## config.mk

```make
export PLATFORM = sky130hd
export DESIGN_NAME = hkl_asymmetric_unit_key_unit
export DESIGN_NICKNAME = d
export VERILOG_FILES = /design/src/rtl/hkl_auk_pkg.sv /design/src/rtl/hkl_auk_ram.sv /design/src/rtl/hkl_asymmetric_unit_key_unit.sv
export SDC_FILE = /design/constraint.sdc
export NUM_CORES = 2
export LEC_CHECK = 0
export BUFFER_PORTS_ARGS = -buffer_cell sky130_fd_sc_hd__buf_4
export CAP_MARGIN = 20
export CORE_MARGIN = 3
export CORE_UTILIZATION = 40
export DETAILED_ROUTE_END_ITERATION = 7
export PLACE_DENSITY = 0.57
export SETUP_SLACK_MARGIN = 0.15
export SYNTH_ARGS = -nofsm -noshare
export SYNTH_HDL_FRONTEND = slang
export SYNTH_SLANG_ARGS = --single-unit
```

## constraint.sdc

```tcl
create_clock -name i_clk -period 17.7 [get_ports i_clk]
set_input_delay 0.885 -clock i_clk [delete_from_list [all_inputs] [get_ports i_clk]]
set_output_delay 0.885 -clock i_clk [all_outputs]
set_load 0.03 [all_outputs]
```

## src/rtl/hkl_auk_pkg.sv

```systemverilog
`default_nettype none
// ---------------------------------------------------------------------------
// hkl_auk_pkg
// types, constants and arithmetic helpers for the asymmetric unit key unit
// ---------------------------------------------------------------------------
package hkl_auk_pkg;

    // matrix layout: 9 signed 3-bit entries per operation, column-major
    localparam int ENTRIES     = 9;
    localparam int ENTRY_W     = 3;
    localparam int ROW_W       = ENTRIES * ENTRY_W;

    localparam int IDX_W       = 11;
    localparam int KEY_W       = 14;
    localparam int SUM_W       = 16;
    localparam int CNT_REG_W   = 7;

    localparam int IN_TDATA_W  = 48;
    localparam int OUT_TDATA_W = 48;

    localparam int OUT_PAD_W   = OUT_TDATA_W - 3 * KEY_W;

    // tuser selector
    localparam logic MODE_LOAD  = 1'b0;
    localparam logic MODE_QUERY = 1'b1;

    typedef logic signed [ENTRY_W-1:0] t_entry;
    typedef logic signed [IDX_W-1:0]   t_idx;
    typedef logic signed [SUM_W-1:0]   t_sum;
    typedef logic signed [KEY_W-1:0]   t_key;
    typedef logic [ROW_W-1:0]          t_row;

    typedef enum logic [2:0] {
        ST_IDLE,
        ST_LOAD,
        ST_QUERY,
        ST_DRAIN,
        ST_DONE
    } t_state;

    localparam t_key KEY_MAX = t_key'(8191);
    localparam t_key KEY_MIN = t_key'(-8192);

    // one row of the transform: e0*x + e1*y + e2*z at full precision
    function automatic t_sum hkl_dot(input t_entry e0, input t_entry e1,
                                     input t_entry e2, input t_idx x,
                                     input t_idx y, input t_idx z);
        t_sum p0;
        t_sum p1;
        t_sum p2;
        p0 = t_sum'(e0) * t_sum'(x);
        p1 = t_sum'(e1) * t_sum'(y);
        p2 = t_sum'(e2) * t_sum'(z);
        return p0 + p1 + p2;
    endfunction

    // strictly larger, comparing c, then b, then a
    function automatic logic hkl_greater(input t_sum a, input t_sum b, input t_sum c,
                                         input t_sum ka, input t_sum kb, input t_sum kc);
        logic res;
        if (c != kc) begin
            res = (c > kc);
        end else if (b != kb) begin
            res = (b > kb);
        end else begin
            res = (a > ka);
        end
        return res;
    endfunction

    function automatic t_key hkl_sat(input t_sum v);
        t_key res;
        if (v > t_sum'(KEY_MAX)) begin
            res = KEY_MAX;
        end else if (v < t_sum'(KEY_MIN)) begin
            res = KEY_MIN;
        end else begin
            res = v[KEY_W-1:0];
        end
        return res;
    endfunction

endpackage
`default_nettype wire

```

## src/rtl/hkl_auk_ram.sv

```systemverilog
`default_nettype none
// ---------------------------------------------------------------------------
// hkl_auk_ram
// generic simple dual port ram, one write and one registered read port
// ---------------------------------------------------------------------------
module hkl_auk_ram #(
    parameter int WIDTH = 27,
    parameter int DEPTH = 64
) (
    input  wire logic                                        i_clk,
    input  wire logic                                        i_we,
    input  wire logic [((DEPTH > 1) ? $clog2(DEPTH) : 1)-1:0] i_waddr,
    input  wire logic [WIDTH-1:0]                            i_wdata,
    input  wire logic                                        i_re,
    input  wire logic [((DEPTH > 1) ? $clog2(DEPTH) : 1)-1:0] i_raddr,
    output logic      [WIDTH-1:0]                            o_rdata
);

    logic [WIDTH-1:0] r_mem [DEPTH];

    always_ff @(posedge i_clk) begin
        if (i_we) begin
            r_mem[i_waddr] <= i_wdata;
        end
        if (i_re) begin
            o_rdata <= r_mem[i_raddr];
        end
    end

endmodule
`default_nettype wire

```

## src/rtl/hkl_asymmetric_unit_key_unit.sv

```systemverilog
`default_nettype none
// ---------------------------------------------------------------------------
// hkl_asymmetric_unit_key_unit
// reduces miller indices to a unique key over a loadable table of symmetry ops
// ---------------------------------------------------------------------------
//
// channel   dir  fields
// --------  ---  -----------------------------------------------------------
// s_axis    in   tuser mode, tdata op/entry/value/h/k/l, tlast last_ref
// m_axis    out  tdata key_h/key_k/key_l, tlast batch_end
// cfg       in   i_cfg_we / i_cfg_wdata : op_count
//
// a query steps through n = min(op_count, MAX_OPS) operation rows, or goes straight
// to the result when n is zero; the table ram gives one operation row per cycle and
// both signs are tried on that row at once
// a load reads the row, then writes it back with one entry changed
// the input takes a transfer only when the sequencer is idle; the result sits in
// an output register, so the next item is taken while the result still waits,
// but a query that finishes before that result leaves holds until it does
// reset clears the sequencer, the output valid and op_count (back to 1); the
// table itself is not cleared and must be loaded before use
//
module hkl_asymmetric_unit_key_unit #(
    parameter int MAX_OPS = 64
) (
    input  wire logic                                  i_clk,
    input  wire logic                                  i_rst_n,
    // slave stream
    input  wire logic                                  s_axis_tvalid,
    output logic                                       s_axis_tready,
    // op_index[5:0], entry_index[9:6], entry_value[12:10], h[23:13],
    // k[34:24], l[45:35], zero pad
    input  wire logic [hkl_auk_pkg::IN_TDATA_W-1:0]    s_axis_tdata,
    // mode
    input  wire logic                                  s_axis_tuser,
    input  wire logic                                  s_axis_tlast,
    // master stream
    output logic                                       m_axis_tvalid,
    input  wire logic                                  m_axis_tready,
    // key_h[13:0], key_k[27:14], key_l[41:28], zero pad
    output logic      [hkl_auk_pkg::OUT_TDATA_W-1:0]   m_axis_tdata,
    output logic                                       m_axis_tlast,
    // configuration
    input  wire logic                                  i_cfg_we,
    input  wire logic [hkl_auk_pkg::CNT_REG_W-1:0]     i_cfg_wdata
);

    import hkl_auk_pkg::*;

    // address width of the table and width wide enough to compare counts
    localparam int AW = (MAX_OPS > 1) ? $clog2(MAX_OPS) : 1;
    localparam int NW = ($clog2(MAX_OPS + 1) > CNT_REG_W) ? $clog2(MAX_OPS + 1)
                                                         : CNT_REG_W;

    // input field unpacking
    logic [5:0]  w_in_op;
    logic [3:0]  w_in_ent;
    t_entry      w_in_val;
    t_idx        w_in_h;
    t_idx        w_in_k;
    t_idx        w_in_l;

    assign w_in_op  = s_axis_tdata[5:0];
    assign w_in_ent = s_axis_tdata[9:6];
    assign w_in_val = s_axis_tdata[12:10];
    assign w_in_h   = s_axis_tdata[23:13];
    assign w_in_k   = s_axis_tdata[34:24];
    assign w_in_l   = s_axis_tdata[45:35];

    // control registers
    t_state                 r_state;
    t_state                 n_state;
    logic [CNT_REG_W-1:0]   r_op_count;
    logic                   r_rd_vld;
    logic                   r_sum_vld;
    logic                   r_out_vld;

    // payload registers
    logic [AW-1:0]          r_op;
    logic [AW-1:0]          r_last_op;
    logic [AW-1:0]          r_wop;
    logic [3:0]             r_ent;
    t_entry                 r_val;
    t_idx                   r_h;
    t_idx                   r_k;
    t_idx                   r_l;
    logic                   r_last;
    t_sum                   r_sa;
    t_sum                   r_sb;
    t_sum                   r_sc;
    t_sum                   r_kh;
    t_sum                   r_kk;
    t_sum                   r_kl;
    t_key                   r_out_h;
    t_key                   r_out_k;
    t_key                   r_out_l;
    logic                   r_out_last;

    // ram side
    logic                   w_ram_we;
    logic                   w_ram_re;
    logic [AW-1:0]          w_ram_raddr;
    t_row                   w_ram_rdata;
    t_row                   w_wr_row;

    logic                   w_in_xfer;
    logic                   w_load_ok;
    logic [NW-1:0]          w_n_ops;
    logic                   w_out_load;

    assign w_in_xfer = s_axis_tvalid & s_axis_tready;

    // operations in use, clamped to the table depth
    assign w_n_ops = (NW'(r_op_count) > NW'(MAX_OPS)) ? NW'(MAX_OPS) : NW'(r_op_count);

    // loads outside the table are dropped
    assign w_load_ok = (NW'(w_in_op) < NW'(MAX_OPS)) && (w_in_ent < 4'(ENTRIES));

    // row merge for the entry being loaded
    always_comb begin
        w_wr_row = w_ram_rdata;
        for (int p = 0; p < ENTRIES; p++) begin
            if (r_ent == 4'(p)) begin
                w_wr_row[p*ENTRY_W +: ENTRY_W] = r_val;
            end
        end
    end

    hkl_auk_ram #(
        .WIDTH (ROW_W),
        .DEPTH (MAX_OPS)
    ) u_table (
        .i_clk   (i_clk),
        .i_we    (w_ram_we),
        .i_waddr (r_wop),
        .i_wdata (w_wr_row),
        .i_re    (w_ram_re),
        .i_raddr (w_ram_raddr),
        .o_rdata (w_ram_rdata)
    );

    // sequencer: next state and strobes
    always_comb begin
        n_state       = r_state;
        s_axis_tready = 1'b0;
        w_ram_re      = 1'b0;
        w_ram_we      = 1'b0;
        w_ram_raddr   = r_op;
        w_out_load    = 1'b0;
        unique case (r_state)
            ST_IDLE: begin
                s_axis_tready = 1'b1;
                if (s_axis_tvalid) begin
                    if (s_axis_tuser == MODE_LOAD) begin
                        if (w_load_ok) begin
                            w_ram_re    = 1'b1;
                            w_ram_raddr = AW'(w_in_op);
                            n_state     = ST_LOAD;
                        end
                    end else if (w_n_ops == '0) begin
                        n_state = ST_DONE;
                    end else begin
                        n_state = ST_QUERY;
                    end
                end
            end
            ST_LOAD: begin
                // read data of the row arrives now, write it back merged
                w_ram_we = 1'b1;
                n_state  = ST_IDLE;
            end
            ST_QUERY: begin
                w_ram_re = 1'b1;
                if (r_op == r_last_op) begin
                    n_state = ST_DRAIN;
                end
            end
            ST_DRAIN: begin
                if (!r_rd_vld && !r_sum_vld) begin
                    n_state = ST_DONE;
                end
            end
            ST_DONE: begin
                if (!r_out_vld || m_axis_tready) begin
                    w_out_load = 1'b1;
                    n_state    = ST_IDLE;
                end
            end
            default: begin
                n_state = ST_IDLE;
            end
        endcase
    end

    // compare stage: pick the larger of +/- candidate, then test against the key
    t_sum w_na;
    t_sum w_nb;
    t_sum w_nc;
    t_sum w_ca;
    t_sum w_cb;
    t_sum w_cc;
    logic w_pos;
    logic w_upd;

    always_comb begin
        w_na  = -r_sa;
        w_nb  = -r_sb;
        w_nc  = -r_sc;
        w_pos = hkl_greater(r_sa, r_sb, r_sc, w_na, w_nb, w_nc);
        w_ca  = w_pos ? r_sa : w_na;
        w_cb  = w_pos ? r_sb : w_nb;
        w_cc  = w_pos ? r_sc : w_nc;
        w_upd = hkl_greater(w_ca, w_cb, w_cc, r_kh, r_kk, r_kl);
    end

    // control state
    always_ff @(posedge i_clk) begin
        if (!i_rst_n) begin
            r_state    <= ST_IDLE;
            r_op_count <= CNT_REG_W'(1);
            r_rd_vld   <= 1'b0;
            r_sum_vld  <= 1'b0;
            r_out_vld  <= 1'b0;
        end else begin
            r_state   <= n_state;
            r_rd_vld  <= (r_state == ST_QUERY);
            r_sum_vld <= r_rd_vld;
            if (i_cfg_we) begin
                r_op_count <= i_cfg_wdata;
            end
            if (w_out_load) begin
                r_out_vld <= 1'b1;
            end else if (m_axis_tready) begin
                r_out_vld <= 1'b0;
            end
        end
    end

    // datapath
    always_ff @(posedge i_clk) begin
        if (w_in_xfer) begin
            r_wop     <= AW'(w_in_op);
            r_ent     <= w_in_ent;
            r_val     <= w_in_val;
            r_h       <= w_in_h;
            r_k       <= w_in_k;
            r_l       <= w_in_l;
            r_last    <= s_axis_tlast;
            r_op      <= '0;
            r_last_op <= AW'(w_n_ops - NW'(1));
            // the key starts as the reflection itself
            r_kh      <= t_sum'(w_in_h);
            r_kk      <= t_sum'(w_in_k);
            r_kl      <= t_sum'(w_in_l);
        end else begin
            if (r_state == ST_QUERY) begin
                r_op <= r_op + AW'(1);
            end
            if (r_sum_vld && w_upd) begin
                r_kh <= w_ca;
                r_kk <= w_cb;
                r_kl <= w_cc;
            end
        end
        // transform stage on the row just read
        if (r_rd_vld) begin
            r_sa <= hkl_dot(w_ram_rdata[0*ENTRY_W +: ENTRY_W],
                            w_ram_rdata[3*ENTRY_W +: ENTRY_W],
                            w_ram_rdata[6*ENTRY_W +: ENTRY_W], r_h, r_k, r_l);
            r_sb <= hkl_dot(w_ram_rdata[1*ENTRY_W +: ENTRY_W],
                            w_ram_rdata[4*ENTRY_W +: ENTRY_W],
                            w_ram_rdata[7*ENTRY_W +: ENTRY_W], r_h, r_k, r_l);
            r_sc <= hkl_dot(w_ram_rdata[2*ENTRY_W +: ENTRY_W],
                            w_ram_rdata[5*ENTRY_W +: ENTRY_W],
                            w_ram_rdata[8*ENTRY_W +: ENTRY_W], r_h, r_k, r_l);
        end
        if (w_out_load) begin
            r_out_h    <= hkl_sat(r_kh);
            r_out_k    <= hkl_sat(r_kk);
            r_out_l    <= hkl_sat(r_kl);
            r_out_last <= r_last;
        end
    end

    assign m_axis_tvalid = r_out_vld;
    assign m_axis_tdata  = {OUT_PAD_W'(0), r_out_l, r_out_k, r_out_h};
    assign m_axis_tlast  = r_out_last;

    // checks on the sequencer and the table pipeline
    a_sum_in_query: assert property (@(posedge i_clk) disable iff (!i_rst_n)
        r_sum_vld |-> (r_state == ST_QUERY || r_state == ST_DRAIN))
        else $error("compare stage busy outside a query");

    a_write_after_read: assert property (@(posedge i_clk) disable iff (!i_rst_n)
        w_ram_we |-> $past(w_ram_re))
        else $error("table write without a row read before it");

    a_op_in_range: assert property (@(posedge i_clk) disable iff (!i_rst_n)
        (r_state == ST_QUERY) |-> (r_op <= r_last_op))
        else $error("operation counter ran past the last operation");

    a_done_drained: assert property (@(posedge i_clk) disable iff (!i_rst_n)
        (r_state == ST_DONE) |-> (!r_rd_vld && !r_sum_vld))
        else $error("result taken before the pipeline drained");

endmodule
`default_nettype wire
```

* After elaboration in Yosys (flattened, before gate mapping)
Memory sizes are Yosys's and may differ from the RTL's. A register that Yosys moved wholly into a read port is not among the register bits. Index checks and enable logic that the tools add are counted.
Storage, ports and cells: bits in registers 211, bits in writable memories 1728, input port bits 62, output and inout bits 51, logic and storage cells 144, memories 1
Memories:
- u_table.r_mem | words 64, bits a word 27, read ports 1, clocked after Yosys merged registers in 1, write ports 1, line hkl_auk_ram.sv:19 | logic [WIDTH-1:0] r_mem [DEPTH];
Operators by class: add/sub/neg operators 11, multiply operators 9, magnitude comparators 14, equality and inequality tests 22, multiplexer cells 50, bitwise operators 1, reductions and logical operators 12
Operators with widths (number):
- $mux W16 | 9
- $mul A3 B11 Y14 | 9
- $gt A16 B16 Y1 | 6
- $ne A16 B16 Y1 | 4
- $add A15 B14 Y16 | 3
- $gt A16 B14 Y1 const B | 3
- $lt A16 B14 Y1 const B | 3
- $mux W3 | 16
- $neg A16 Y16 | 3
- $add A14 B14 Y15 | 3
- $mux W14 | 3
- $mux W6 | 4
- $eq A4 B3 Y1 const B | 4
- $mux W1 | 15
- $pmux W3 S4 | 1
- $eq A4 B2 Y1 const B | 2
- $ne A2 B2 Y1 const B | 4
- $gt A7 B7 Y1 const B | 1
- $logic_not A7 Y1 | 1
- $mux W7 | 1
- $add A6 B1 Y6 const B | 1
- $eq A3 B2 Y1 const B | 2
- $eq A6 B6 Y1 | 1
- $sub A6 B1 Y6 const B | 1
- 15 further kinds | 19

* Logic depth before layout (Yosys ltp)
depth in word-level cells 11, gate-level depth with buffers 28, gate-level depth less buffers 27

* Cells and area by module
From an unflattened synthesis, not the netlist that was laid out.
Second synthesis, totals: cells, all modules 5303, area, all modules 89195.5 sq um
Modules (own cells, without submodules):
- hkl_auk_ram | times used 1, cells an instance 3002, area each 66887.9 sq um, sequential area each 52700.5 sq um
- hkl_asymmetric_unit_key_unit | times used 1, cells an instance 2301, area each 22307.6 sq um, sequential area each 6145.9 sq um

* Worst setup path before layout
OpenSTA, ideal clock, no wires.
kind flip-flop to flip-flop, start reg r_sa[4], end reg r_kh[0], enable pin, arrival time 8407 ps, data required time 17219 ps, path slack 8812 ps, cell stages (with the launch flop) 22, period minus slack after synthesis 8888 ps, path through edfxtp_1 > or3_1 > or4_1 > or2_2 > or3_1 > or3_1 > ha_1 > or4_1 > o311ai_0 > a21boi_1 > o21ai_1 > nand2_1 > buf_2 > mux2_2 > ha_1 > nand4_1 > nor2_1 > nand3_1 > or3_1 > a2111oi_0 > o41ai_1 > a41oi_1
Between the ends: word-level cells in the longest chain between the ends 10
RTL lines:
- start, declared | line hkl_asymmetric_unit_key_unit.sv:88 | t_sum r_sa;
- start signal, assigned | line hkl_asymmetric_unit_key_unit.sv:267 | r_sa <= hkl_dot(w_ram_rdata[0*ENTRY_W +: ENTRY_W],
- $neg A16 Y16 | line hkl_asymmetric_unit_key_unit.sv:206 | w_na = -r_sa;
- $gt A16 B16 Y1 | line hkl_auk_pkg.sv:66 | res = (a > ka);
- $mux W1 | line hkl_auk_pkg.sv:63 | end else if (b != kb) begin
- $mux W1 | line hkl_auk_pkg.sv:61 | if (c != kc) begin
- $mux W16 (on tied branches) | line hkl_asymmetric_unit_key_unit.sv:210, hkl_asymmetric_unit_key_unit.sv:211
- $gt A16 B16 Y1 (tied with other cells) | line hkl_auk_pkg.sv:66
- $mux W1 | line hkl_auk_pkg.sv:63
- $mux W1 (*) | line hkl_auk_pkg.sv:61
- $logic_and A1 B1 Y1 (*) | line hkl_asymmetric_unit_key_unit.sv:259 | if (r_sum_vld && w_upd) begin
- $reduce_bool A2 Y1 (no source line) (*)
- end signal, assigned | line hkl_asymmetric_unit_key_unit.sv:252 | r_kh <= t_sum'(w_in_h);
- end signal, assigned | line hkl_asymmetric_unit_key_unit.sv:260 | r_kh <= w_ca;
- end, declared | line hkl_asymmetric_unit_key_unit.sv:91 | t_sum r_kh;
Every way passes the cells marked *; elsewhere a longest branch is shown, timed or not. A chain may end at the register's enable or synchronous reset.

* Worst setup path in the final report
start reg r_sa[4], end reg r_kk[1], enable pin
Between the ends: word-level cells in the longest chain between the ends 10
RTL lines:
- $neg A16 Y16 | line hkl_asymmetric_unit_key_unit.sv:206
- $gt A16 B16 Y1 | line hkl_auk_pkg.sv:66
- $mux W1 | line hkl_auk_pkg.sv:63
- $mux W1 | line hkl_auk_pkg.sv:61
- $mux W16 (on tied branches) | line hkl_asymmetric_unit_key_unit.sv:210, hkl_asymmetric_unit_key_unit.sv:211
- $gt A16 B16 Y1 (tied with other cells) | line hkl_auk_pkg.sv:66
- $mux W1 | line hkl_auk_pkg.sv:63
- $mux W1 (*) | line hkl_auk_pkg.sv:61
- $logic_and A1 B1 Y1 (*) | line hkl_asymmetric_unit_key_unit.sv:259
- $reduce_bool A2 Y1 (no source line) (*)
- end signal, assigned | line hkl_asymmetric_unit_key_unit.sv:253 | r_kk <= t_sum'(w_in_k);
- end signal, assigned | line hkl_asymmetric_unit_key_unit.sv:261 | r_kk <= w_cb;
- end, declared | line hkl_asymmetric_unit_key_unit.sv:92 | t_sum r_kk;
Marks and branches as above.

==> results.toml <==
[status]
status = "completed"

[synth]
netlist_area_um2 = 88200
synth_top_area_share_pct = 66.3
synthCells = 5751
syn_area_per_cell_um2 = 15.3
ys_seq_elements = 1966
synth-edff-count = 1947
async_flop_share_pct = 0
synth_cell_types = 70
ys.flop_type = "edfxtp_1"
yosys.area.top_type = "edfxtp_1"
synth_area_leaders = "edfxtp_1 (66%), mux2i_1 (8.8%), fa_1 (5.7%)"
synth_seq_area_share_pct = 66.7
yosysWarnings = 0

[floorplanning]
die_area_um2 = 226000
design.core.area_um2 = 218000
die_h_um = 476
initial_core_util_pct = 40.4
io_pins = 113
core.rowCount = 171
die_width_um = 476

[finish]
stdcell_area_um2 = 100000
multi_input_area_um2 = 27800
n_fill_cell = 19100
synthToLayoutAreaGrowth_pct = 13.8
register_area_um2 = 58800
mostFrequentLayoutCells = "edfxtp_1 (1947), mux2i_1 (771), o22ai_1 (410), inv_1 (324), nand2_1 (303)"
drive_above_1_share_pct = 13.3
fin_nets = 6494
fin_util_pct = 46.0
mostFrequentLayoutCell = "edfxtp_1"

[detailed_routing]
via_count = 50100
vias_per_cell = 5.56
routed_wl_um = 240000
ant_nets = 0
drt_iter0_markers = 4646
drc_errors = 0
firstDrtPassIters = 7
routedWlPerCell_um = 26.6

[power]
vdd_drop_max_mv = 0.152
leakagePower_uw = 0.0341
power.density_nw_per_um2 = 149

[setup_path]
startpoint_type = "register"
path_max_fanout = 48
path_class = "register to register"
cp.required_ns = 18.10
worstSetupEndpointType = "register"
arrival_ns = 8.46

[timing]
max_freq_mhz = 124
timing.final.crit_period_ns = 8.06
finalSetupViolCount = 0
slew_headroom_pct = 17.2
report.final.hold_viol_count = 0
tightest_slew_ns = 1.23
timing.hold.ws_ns = 0.243
min_period_over_period_pct = 45.5
finalClockSkew_ns = 0.0794
rsz0062_at_grt = "false"
drv_slew = 0
final.setup.worst_slack_ns = 9.64
tns_ns = 0

[placed_design]
placed_cell_area_um2 = 93700
dpl.hpwl_um = 144000
io_buffers = 104
place.gp.congestion = 0.890
dp_slack_ns = 9.66

[grt]
grt_max_degree = 107
grt_use_total_pct = 21.1
grt_pass1_wl_um = 347000
grt_pass1_vias = 50100
grt_overflow = 0
antenna_found_initial = 10

[clocking]
cts_tree = "built"
cts_made_buffers = 203
cts_resized = 0
cts_sinks = 1966
clk_pin_slew_ns = 0.06
clockRootBuffer = "clkbuf_16"
postCtsSetupBuffers = 0
cts_buffer_depth = 3
cts_hold_buf = 0
cts.htree.levels = 4
clk_latency_ns = 0.84

[worst_hold_path]
hold_path.class = "primary input to register"

[flow_run]
drv_cap = 0
flip-flops by register name, summed over array words and instances, names as in the netlist, 16 cells and up:
name and count:
r_sa 16, r_kh 16, u_table.r_mem 1728, r_sb 16, r_kk 16, u_table.o_rdata 27
r_kl 16, r_sc 16
cell usage after synthesis, types with 20 or more instances:
master	n
a21o_1	20
a21oi_1	158
and2_1	91
buf_1	38
buf_2	53
clkbuf_1	166
edfxtp_1	1947
fa_1	252
ha_1	188
inv_1	324
mux2_2	66
mux2i_1	773
mux4_2	27
nand2_1	325
nand2b_1	89
nand3_1	27
nand4_1	51
nor2_1	226
nor2b_1	24
nor3_1	45
nor4_1	94
o21ai_0	41
o22ai_1	410
or3_1	29
or4_1	37
xnor2_1	55
xor2_1	24
stage by stage:
| step | std cells | total power (uW) |
|---|---|---|
| CTS | 9003 | 15100 |
| floorplan | 5756 | 9600 |
| global placement | 8629 | 10800 |
| finish | 9017 | 15000 |
| detailed placement | 8633 | 10900 |
| global route | 9014 | 16000 |
per-layer routing:
metal | global-route usage, % | part of all wire, % | vias up
met2 | 35.5 | 48 | 1591
met5 | 0 | 0.0054 | -
met3 | 3.50 | 6.2 | 349
li1 | - | - | 22300
met1 | 27.8 | 42 | 25900
met4 | 7.32 | 3.6 | 2
final timing paths:
kind	start	to	slack, ns	cells past startpoint
worst max-delay path	r_sa[4]	r_kk[1]	9.64	24
worst min register to register	r_op_count[4]	r_op_count[4]	0.55	2
worst max register to register	r_sa[4]	r_kk[1]	9.64	24
worst min-delay path	s_axis_tdata[12]	r_val[2]	0.24	1
logic make-up (layout without fill, tap and decap cells):
logic type      after synthesis  in the layout  synth area share (%)
simple gates               1086           1086                  6.16
compound gates              722            722                  5.05
buf+inv                     591            992                  2.62
xor+xnor                     79             79                 0.784
other cells                   1             12               0.00425
flops                      1966           1966                  66.7
fa+ha+maj                   440            440                  8.38
mux                         866            866                  10.3
where the power goes:
group	switching (uW)	total (uW)	internal (uW)
Sequential	200	5880	5680
Combinational	2830	4920	2090
Clock	1820	4160	2340
worst max-delay path, stage by stage (launching register included):
cell and delay [ns]:
edfxtp_1 0.45, or3_1 0.43, or4_1 0.49, or2_2 0.34
or3_1 0.32, or3_1 0.32, ha_1 0.32, or4_1 0.52
nor3_1 0.20, mux2i_1 0.10, a21boi_1 0.32, o21ai_1 0.12
buf_4 0.19, nand2_1 0.06, buf_4 0.39, mux2_2 0.43
ha_1 0.30, nand4_1 0.11, nor2_1 0.11, nand3_1 0.10
or3_1 0.51, a2111oi_0 0.41, o41ai_1 0.25, a41oi_4 0.24
buf_4 0.57
area by class of cell:
type                    instances  share of cell area, %
well taps                    2854                   3.56
multi-input cells            3199                   27.7
clock buffers                 251                   5.28
clock inverters               119                   1.20
repair buffers                294                   2.43
inverters                     328                   1.23
diodes                          6                 0.0150
flip-flops and latches       1966                   58.6
No activity file was read; power rests on OpenSTA's default activity.
